===== src/rtl/core/cat_pkg.sv =====
// ----------------------------------------------------------------------------
// cat_pkg
// Shared types and constants for the compacting array table: commands,
// status codes, sequencer states and the request and response items.
// ----------------------------------------------------------------------------
`default_nettype none

package cat_pkg;

   localparam int CAPACITY_DEF = 1024;
   localparam int POS_W        = 10;
   localparam int VAL_W        = 32;
   localparam int FILL_W       = 11;

   typedef enum logic [1:0] {
      CMD_APPEND = 2'd0,
      CMD_READ   = 2'd1,
      CMD_WRITE  = 2'd2,
      CMD_DELETE = 2'd3
   } cmd_type;

   typedef enum logic [1:0] {
      ST_OK       = 2'd0,
      ST_RANGE    = 2'd1,
      ST_NOTFOUND = 2'd2,
      ST_FULL     = 2'd3
   } status_type;

   typedef enum logic [2:0] {
      S_IDLE,
      S_RDWAIT,
      S_SEARCH,
      S_SHIFT,
      S_DONE
   } state_type;

   typedef struct packed {
      cmd_type                   cmd;
      logic [POS_W-1:0]          position;
      logic signed [VAL_W-1:0]   value;
   } req_type;

   typedef struct packed {
      status_type                status;
      logic signed [VAL_W-1:0]   read_value;
      logic [FILL_W-1:0]         fill_count;
   } rsp_type;

endpackage

`default_nettype wire


===== src/rtl/core/cat_ctrl.sv =====
// ----------------------------------------------------------------------------
// cat_ctrl
// Command sequencer: holds the fill count, runs append, read and write, and
// walks the entry store one entry per cycle for delete (search, then shift).
// ----------------------------------------------------------------------------
`default_nettype none

module cat_ctrl #(
   parameter int CAPACITY = cat_pkg::CAPACITY_DEF,
   parameter int CNT_W    = 11,
   parameter int ADDR_W   = 10
) (
   input  wire logic                      clock,
   input  wire logic                      reset,
   input  wire logic                      req_valid,
   input  wire cat_pkg::req_type          req_data,
   output logic                           req_ready,
   output logic                           res_valid,
   output cat_pkg::rsp_type               res_data,
   input  wire logic                      res_take,
   output logic                           wr_en,
   output logic [ADDR_W-1:0]              wr_addr,
   output logic [cat_pkg::VAL_W-1:0]      wr_data,
   output logic [ADDR_W-1:0]              rd_addr,
   input  wire logic [cat_pkg::VAL_W-1:0] rd_data
);

   localparam int CMP_W = (CNT_W > cat_pkg::POS_W) ? CNT_W : cat_pkg::POS_W;
   localparam int FW    = (CNT_W > cat_pkg::FILL_W) ? CNT_W : cat_pkg::FILL_W;

   cat_pkg::state_type          state_ff, state_in;
   cat_pkg::status_type         status_ff, status_in;
   logic [CNT_W-1:0]            count_ff, count_in;
   logic [CNT_W-1:0]            idx_ff, idx_in;
   logic [cat_pkg::VAL_W-1:0]   val_ff, val_in;
   logic [cat_pkg::VAL_W-1:0]   rdval_ff, rdval_in;

   logic [CNT_W-1:0]            idx_nxt;
   logic [CNT_W-1:0]            idx_prv;
   logic                        last;
   logic [CMP_W-1:0]            pos_ext;
   logic                        in_range;
   logic                        full;
   logic [FW-1:0]               fill_ext;

   assign idx_nxt  = idx_ff + CNT_W'(1);
   assign idx_prv  = idx_ff - CNT_W'(1);
   assign last     = (idx_nxt == count_ff);
   assign pos_ext  = CMP_W'(req_data.position);
   assign in_range = (pos_ext < CMP_W'(count_ff));
   assign full     = (count_ff == CNT_W'(CAPACITY));
   assign fill_ext = FW'(count_ff);

   always_ff @(posedge clock) begin
      if (reset) begin
         state_ff <= cat_pkg::S_IDLE;
         count_ff <= '0;
      end else begin
         state_ff <= state_in;
         count_ff <= count_in;
      end
   end

   always_ff @(posedge clock) begin
      idx_ff    <= idx_in;
      val_ff    <= val_in;
      status_ff <= status_in;
      rdval_ff  <= rdval_in;
   end

   always_comb begin
      state_in  = state_ff;
      count_in  = count_ff;
      idx_in    = idx_ff;
      val_in    = val_ff;
      status_in = status_ff;
      rdval_in  = rdval_ff;
      wr_en     = 1'b0;
      wr_addr   = count_ff[ADDR_W-1:0];
      wr_data   = req_data.value;
      rd_addr   = idx_nxt[ADDR_W-1:0];

      unique case (state_ff)
         cat_pkg::S_IDLE: begin
            if (req_valid) begin
               val_in    = req_data.value;
               rdval_in  = '0;
               status_in = cat_pkg::ST_OK;
               state_in  = cat_pkg::S_DONE;
               unique case (req_data.cmd)
                  cat_pkg::CMD_APPEND: begin
                     if (full) begin
                        status_in = cat_pkg::ST_FULL;
                     end else begin
                        wr_en    = 1'b1;
                        count_in = count_ff + CNT_W'(1);
                     end
                  end
                  cat_pkg::CMD_READ: begin
                     if (!in_range) begin
                        status_in = cat_pkg::ST_RANGE;
                     end else begin
                        rd_addr  = pos_ext[ADDR_W-1:0];
                        state_in = cat_pkg::S_RDWAIT;
                     end
                  end
                  cat_pkg::CMD_WRITE: begin
                     if (!in_range) begin
                        status_in = cat_pkg::ST_RANGE;
                     end else begin
                        wr_en   = 1'b1;
                        wr_addr = pos_ext[ADDR_W-1:0];
                     end
                  end
                  cat_pkg::CMD_DELETE: begin
                     if (count_ff == '0) begin
                        status_in = cat_pkg::ST_NOTFOUND;
                     end else begin
                        idx_in   = '0;
                        rd_addr  = '0;
                        state_in = cat_pkg::S_SEARCH;
                     end
                  end
                  default: state_in = cat_pkg::S_DONE;
               endcase
            end
         end

         cat_pkg::S_RDWAIT: begin
            rdval_in = rd_data;
            state_in = cat_pkg::S_DONE;
         end

         // Read of the following entry is always in flight, so a hit starts
         // the shift with its first source word already arriving.
         cat_pkg::S_SEARCH: begin
            if (rd_data == val_ff) begin
               if (last) begin
                  count_in = count_ff - CNT_W'(1);
                  state_in = cat_pkg::S_DONE;
               end else begin
                  idx_in   = idx_nxt;
                  state_in = cat_pkg::S_SHIFT;
               end
            end else if (last) begin
               status_in = cat_pkg::ST_NOTFOUND;
               state_in  = cat_pkg::S_DONE;
            end else begin
               idx_in = idx_nxt;
            end
         end

         // Move entry idx down one place.
         cat_pkg::S_SHIFT: begin
            wr_en   = 1'b1;
            wr_addr = idx_prv[ADDR_W-1:0];
            wr_data = rd_data;
            if (last) begin
               count_in = count_ff - CNT_W'(1);
               state_in = cat_pkg::S_DONE;
            end else begin
               idx_in = idx_nxt;
            end
         end

         cat_pkg::S_DONE: begin
            if (res_take) begin
               state_in = cat_pkg::S_IDLE;
            end
         end

         default: state_in = cat_pkg::S_IDLE;
      endcase
   end

   assign req_ready           = (state_ff == cat_pkg::S_IDLE);
   assign res_valid           = (state_ff == cat_pkg::S_DONE);
   assign res_data.status     = status_ff;
   assign res_data.read_value = rdval_ff;
   assign res_data.fill_count = fill_ext[cat_pkg::FILL_W-1:0];

endmodule

`default_nettype wire


===== config.mk =====
export PLATFORM = sky130hd
export DESIGN_NAME = cat_ctrl
export DESIGN_NICKNAME = d
export VERILOG_FILES = /design/src/rtl/core/cat_pkg.sv /design/src/rtl/core/cat_ctrl.sv
export SDC_FILE = /design/constraint.sdc
export NUM_CORES = 1
export LEC_CHECK = 0
export BUFFER_PORTS_ARGS = -buffer_cell sky130_fd_sc_hd__buf_2
export CAP_MARGIN = 5
export CELL_PAD_IN_SITES_DETAIL_PLACEMENT = 0
export CELL_PAD_IN_SITES_GLOBAL_PLACEMENT = 1
export CORE_ASPECT_RATIO = 0.8
export CORE_MARGIN = 2
export CORE_UTILIZATION = 43
export DETAILED_ROUTE_END_ITERATION = 10
export PLACE_DENSITY_LB_ADDON = 0.1
export SLEW_MARGIN = 10
export SYNTH_ARGS = -nofsm -noshare
export SYNTH_HDL_FRONTEND = slang
export SYNTH_SLANG_ARGS = --single-unit

===== constraint.sdc =====
create_clock -name clock -period 6.3 [get_ports clock]
set_clock_uncertainty 0.05 [all_clocks]
set_input_delay 0.945 -clock clock [delete_from_list [all_inputs] [get_ports clock]]
set_output_delay 0.945 -clock clock [all_outputs]
set_load 0.005 [all_outputs]

Yosys cells after proc, flatten, opt, wreduce, memory -nomap -nowiden
Index checks and enable logic that the tools add are counted.
{"block": "classes", "n_addsub": 4, "magnitude_cmp": 1, "eq_ne": 20, "mux": 45, "n_reduce_logical": 15}
{"op": "$mux W11", "n": 9}
{"op": "$mux W10", "n": 7}
{"op": "$mux W32", "n": 2}
{"op": "$pmux W32 S2", "n": 1}
{"op": "$pmux W10 S2", "n": 2}
{"op": "$pmux W11 S3", "n": 1}
{"op": "$eq A32 B32 Y1", "n": 1}
{"op": "$add A11 B1 Y11 const B", "n": 2}
{"op": "$pmux W11 S2", "n": 1}
{"op": "$mux W3", "n": 7}
{"op": "$pmux W3 S5", "n": 1}
{"op": "$ne A2 B2 Y1 const B", "n": 7}
{"op": "$eq A11 B11 Y1", "n": 1}
{"op": "$eq A11 B11 Y1 const B", "n": 1}
{"op": "$logic_not A11 Y1", "n": 1}
{"op": "$lt A10 B11 Y1", "n": 1}
{"op": "$sub A11 B1 Y11 const B", "n": 1}
{"op": "$mux W2", "n": 5}
{"op": "$reduce_and A5 Y1", "n": 2}
{"op": "$sub A10 B1 Y10 const B", "n": 1}
{"op": "$eq A3 B2 Y1 const B", "n": 2}
{"op": "$ne A2 B1 Y1 const B", "n": 3}
{"op": "$pmux W2 S3", "n": 1}
{"op": "$pmux W3 S2", "n": 1}
{"op": "14 further kinds", "n": 24}
{"block": "word_totals", "ff_bits": 91, "inputBits": 80, "out_inout_bits": 100, "word_cells": 91}

Logic depth before layout (Yosys ltp)
{"block": "logic_depth", "ltp_word": 5, "mapped_depth": 12, "depth_no_buf": 10}

Worst setup path before layout
No wires, ideal clock.
{"block": "synth_timing", "kind": "input -> output", "start": "input port req_data[40] (netlist bit)", "end": "output port wr_addr[4]", "arrival_ns": 2.698, "t_required_ns": 5.305, "slack_ns": 2.607, "stages": 6, "n_path_buf": 0, "path_cell_list": "ha_1 a2111o_1 o311ai_2 and3_1 a21oi_1 a221o_2"}
{"block": "synth_via", "elab_chain_cells": 5}
{"item": "start, declared", "line_no": "cat_ctrl.sv:16", "source": "input wire cat_pkg::req_type req_data,"}
{"item": "$lt A10 B11 Y1", "line_no": "cat_ctrl.sv:50", "source": "assign in_range = (pos_ext < CMP_W'(count_ff));"}
{"item": "$mux W10", "line_no": "cat_ctrl.sv:108", "source": "if (!in_range) begin"}
{"item": "$mux W10", "line_no": "cat_ctrl.sv:90", "source": "unique case (req_data.cmd)"}
{"item": "$mux W10", "line_no": "cat_ctrl.sv:85", "source": "if (req_valid) begin"}
{"item": "$pmux W10 S2", "line_no": "cat_ctrl.sv:83", "source": "unique case (state_ff)"}
{"item": "end, declared", "line_no": "cat_ctrl.sv:22", "source": "output logic [ADDR_W-1:0] wr_addr,"}
No other way between the ends.

Final worst setup path
Same ends and word-level chain as after synthesis.

==> metrics.md <==
| Metric | Value |
|---|---|
| Synth-to-Final Area Change | 22.3% |
| Worst-case reg-to-reg path depth | 10 |
| Synth Cell Area | between 5000 and 6000 um2 |
| FMAX | around 210 MHz |
| Worst path cell trace | buf_2 -> ha_1 -> a2111o_1 -> o311ai_2 -> and3_1 -> a21oi_1 -> a221o_2 -> buf_2 |
| Wirelength, routed | 15200 um |
| Htree depth | 3 |
| Pwr per Cell Area | 214 nW/um2 |
| Status | completed |
| Antenna viol nets, final | 0 |
| First-pass iteration count of the detailed router | 5 |
| Total negative setup slack | 0 ps |
| EDFF count, synth | 77 |
| Initial antenna violation count | 0 |
| Hold Path Depth | 2 |
| Post-synthesis compound-gate area fraction | 0.118 |
| Gates resized, CTS repair | 0 |
| CP Capture Type | primary output |
| CP dominant cell by count | buf_2 |
| HP Class | reg2reg |
| Place WS | 1600 ps |
| Reg power frac | 0.491 |
| Post-synth top area cell | edfxtp_1 |
| Full die area | 14300 um2 |
| YS warnings | 0 |
| HP Start | state_ff[1]$_SDFFE_PP0P_ |
| Post CTS Setup Buffer Count | 0 |
| Fin. Hold Viols | 0 |
| Standard-cell rows | 37 |
| GPL Wtd Cong | 0.890 |
| Fin. max-slew vios | 0 |
| Syn Area/Cell | 10.9 um2 |
| Core area | between 10000 and 15000 um2 |
| Commonest non-fill, non-tap cell in the layout | buf_2 |
| Critical Path Start | req_data[40] |
| Routed via count | 4626 |
| # DRC | 0 |
| CP max FO | 11 |
| GRT Overall Usage | 0.215 |
| CTS Hold Buffers Added | 0 |
| Post-synthesis simple-gate area fraction | 0.154 |
| Ys async rst share | 0 |
| Top_reg_cell synth | edfxtp_1 |
| MaxCap Viol Count | 0 |
| CTS root buf | clkbuf_16 |
| Crit start category | input pin |
| Worst rel slew slack | 0.293 |
| Die Y | ~110 um |
| Reg clk slew, reported paths | 70 ps |
| Clock power share | 0.343 |
| Sequential share of the synthesized area | 0.451 |
| Post-DP HPWL | 11400 um |
| Mux contribution to synthesized area | 0.0627 |
| Fraction of power consumed by combinational cells | 0.166 |
| Utilization after layout | 0.542 |
| Switch Pwr | 411 uW |
| Most frequent cells in the layout | 179 x buf_2, 77 x edfxtp_1, 42 x xor2_1 |
| Bufs on Longest Clock Path | 2 |
| Post-Synth Adder-Cell Area | 0.0557 |
| Hold Path End | state_ff[0]$_SDFFE_PP0P_ |
| Skew-Pair Late Insertion Delay | 350 ps |
| Largest cells by area after synthesis | edfxtp_1 40%, xor2_1 6.4%, mux2_2 6.3% |
| Actual slew at the worst max-slew pin | 1060 ps |
| Iter 0 DRT Violations | 218 |
| TritonCTS clock tree | yes |
| Overall die width | 133 um |
| Vias in the first global route | 4215 |
| CP Data Arrival Time | 3760 ps |
| Slowest cell on crit path | and3_1 |
| CTS buffer count | 9 |
| Synth unique cells | between 60 and 70 |
| First-pass GRT wire length | around 24000 um |
| Largest net degree at the start of global routing | 44 |
| Final Critical Period | between 4000 and 5000 ps |
| Via density | ~5.3 |
| Final setup viols | 0 |
| Final worst slack | 1550 ps |
| WL/cell | about 17 um |
| Peak VDD IR | 0.147 mV |
| Share of cells above drive strength 1 | 0.358 |
| Tcrit/Tclk final | 0.755 |
| RR Endpoint | count_ff[10]$_SDFFE_PP0P_ |
| Synth top area share | 0.402 |
| PortBufs | 179 |
| Critical path required time | 5300 ps |
| Largest family of logic cells by synthesized area | simple AND/OR/NAND/NOR gates |
| CP Class | in2out |
| Post-Syn Nets | approximately 630 |
| R2R Setup Slk | 2510 ps |
| Layout net count | 802 |
| Leak Pwr | 2.93 nW |
| Worst R2R Start | state_ff[2]$_SDFFE_PP0P_ |
| Pint | 1.09 mW |
| I/O pin count | 180 |
| CP peak stage delay | roughly 580 ps |
| CTS Sinks | 91 |
| Initial Util | 0.443 |
| Inserted Diodes | 0 |
| Mapped Cells | 529 |
| GRT Residual Overflow | 0 |
| Xor/xnor share of the synthesized area | 0.116 |
| Yosys reg bits | 91 |
| RSZ-0062 raised after global routing | false |
| Switching Share | 0.273 |
==> registers in the layout (all words and copies together), names as in the netlist <==
signal     count
state_ff       3
count_ff      11
idx_ff        11
status_ff      2
rdval_ff      32
val_ff        32
==> cell type report <==
cell class,count,area [um2]
Tap cell,175,219
Clock buffer,10,229
Multi-Input combinational cell,386,2920
Clock inverter,6,48.8
Sequential cell,91,2590
Fill cell,1189,5930
Timing Repair Buffer,183,926
Inverter,26,97.6
==> critical path: cells and delay by family <==
kind | cells | cell delay [ps]
AND/OR/NAND/NOR | 1 | 580
AO/OA/AOI/OAI | 4 | 1660
buffers and inverters | 2 | 260
adder cells (fa/ha/maj) | 1 | 310
==> Yosys cell counts (all sizes together) (2+ instances only) <==
library cell   n
nand4          4
xnor2         20
a311oi         3
dfxtp         14
and2          33
o41ai          2
or3            6
ha            24
a221o         10
xor2          42
nor3b          2
edfxtp        77
nand2b         4
a21oi         25
mux2          32
inv           25
nand3         23
a22oi          2
xnor3          5
nor2          38
a21boi         3
o22ai          2
or2            3
nor4          13
and3           2
o21ai         27
o21bai         2
buf           11
o31ai          4
clkbuf        15
o21a           3
o211ai         3
nand2         25
nor3           8
or4            2
==> per-layer routing <==
| layer | GRT usage | part of all wire | up-vias |
|---|---|---|---|
| li1 | - | - | 2272 |
| met1 | 0.319 | 0.49 | 2189 |
| met2 | 0.314 | 0.43 | 148 |
| met3 | 0.0532 | 0.063 | 17 |
| met4 | 0.0517 | 0.012 | 0 |
| met5 | 0 | 0 | - |
==> cell families after synthesis <==
logic type      count (synthesis)
simple gates                  164
compound gates                 98
flops                          91
xor+xnor                       67
buf+inv                        52
mux                            32
fa+ha+maj                      25
==> power by group through the flow <==
stage	Clock, mW	Combinational [mW]	Sequential (mW)
2_1_floorplan	0	0.136	0.746
3_3_place_gp	0	0.250	0.750
3_5_place_dp	0	0.253	0.752
4_1_cts	0.527	0.254	0.738
5_1_grt	0.549	0.277	0.745
6_report	0.516	0.251	0.739
==> per-stage QoR <==
| step | area, um2 | hold WS [ps] | power [mW] | instances |
|---|---|---|---|---|
| 6_report | 7030 | 541 | 1.51 | 877 |
| 2_1_floorplan | 5750 | 482 | 0.882 | 529 |
| 5_1_grt | 7030 | 570 | 1.57 | 877 |
| 4_1_cts | 7030 | 541 | 1.52 | 877 |
| 3_5_place_dp | 6750 | 530 | 1.00 | 861 |
| 3_3_place_gp | 6750 | 533 | 1.00 | 861 |
==> worst max-delay path by stage <==
stage                      end  slack, ps
floorplan           wr_addr[4]       2610
global placement    wr_addr[4]       1670
detailed placement  wr_addr[4]       1600
CTS                 wr_addr[4]       1590
global route        wr_addr[4]       1370
finish              wr_addr[4]       1550
Note: power is estimated with default switching activity, not from simulation.
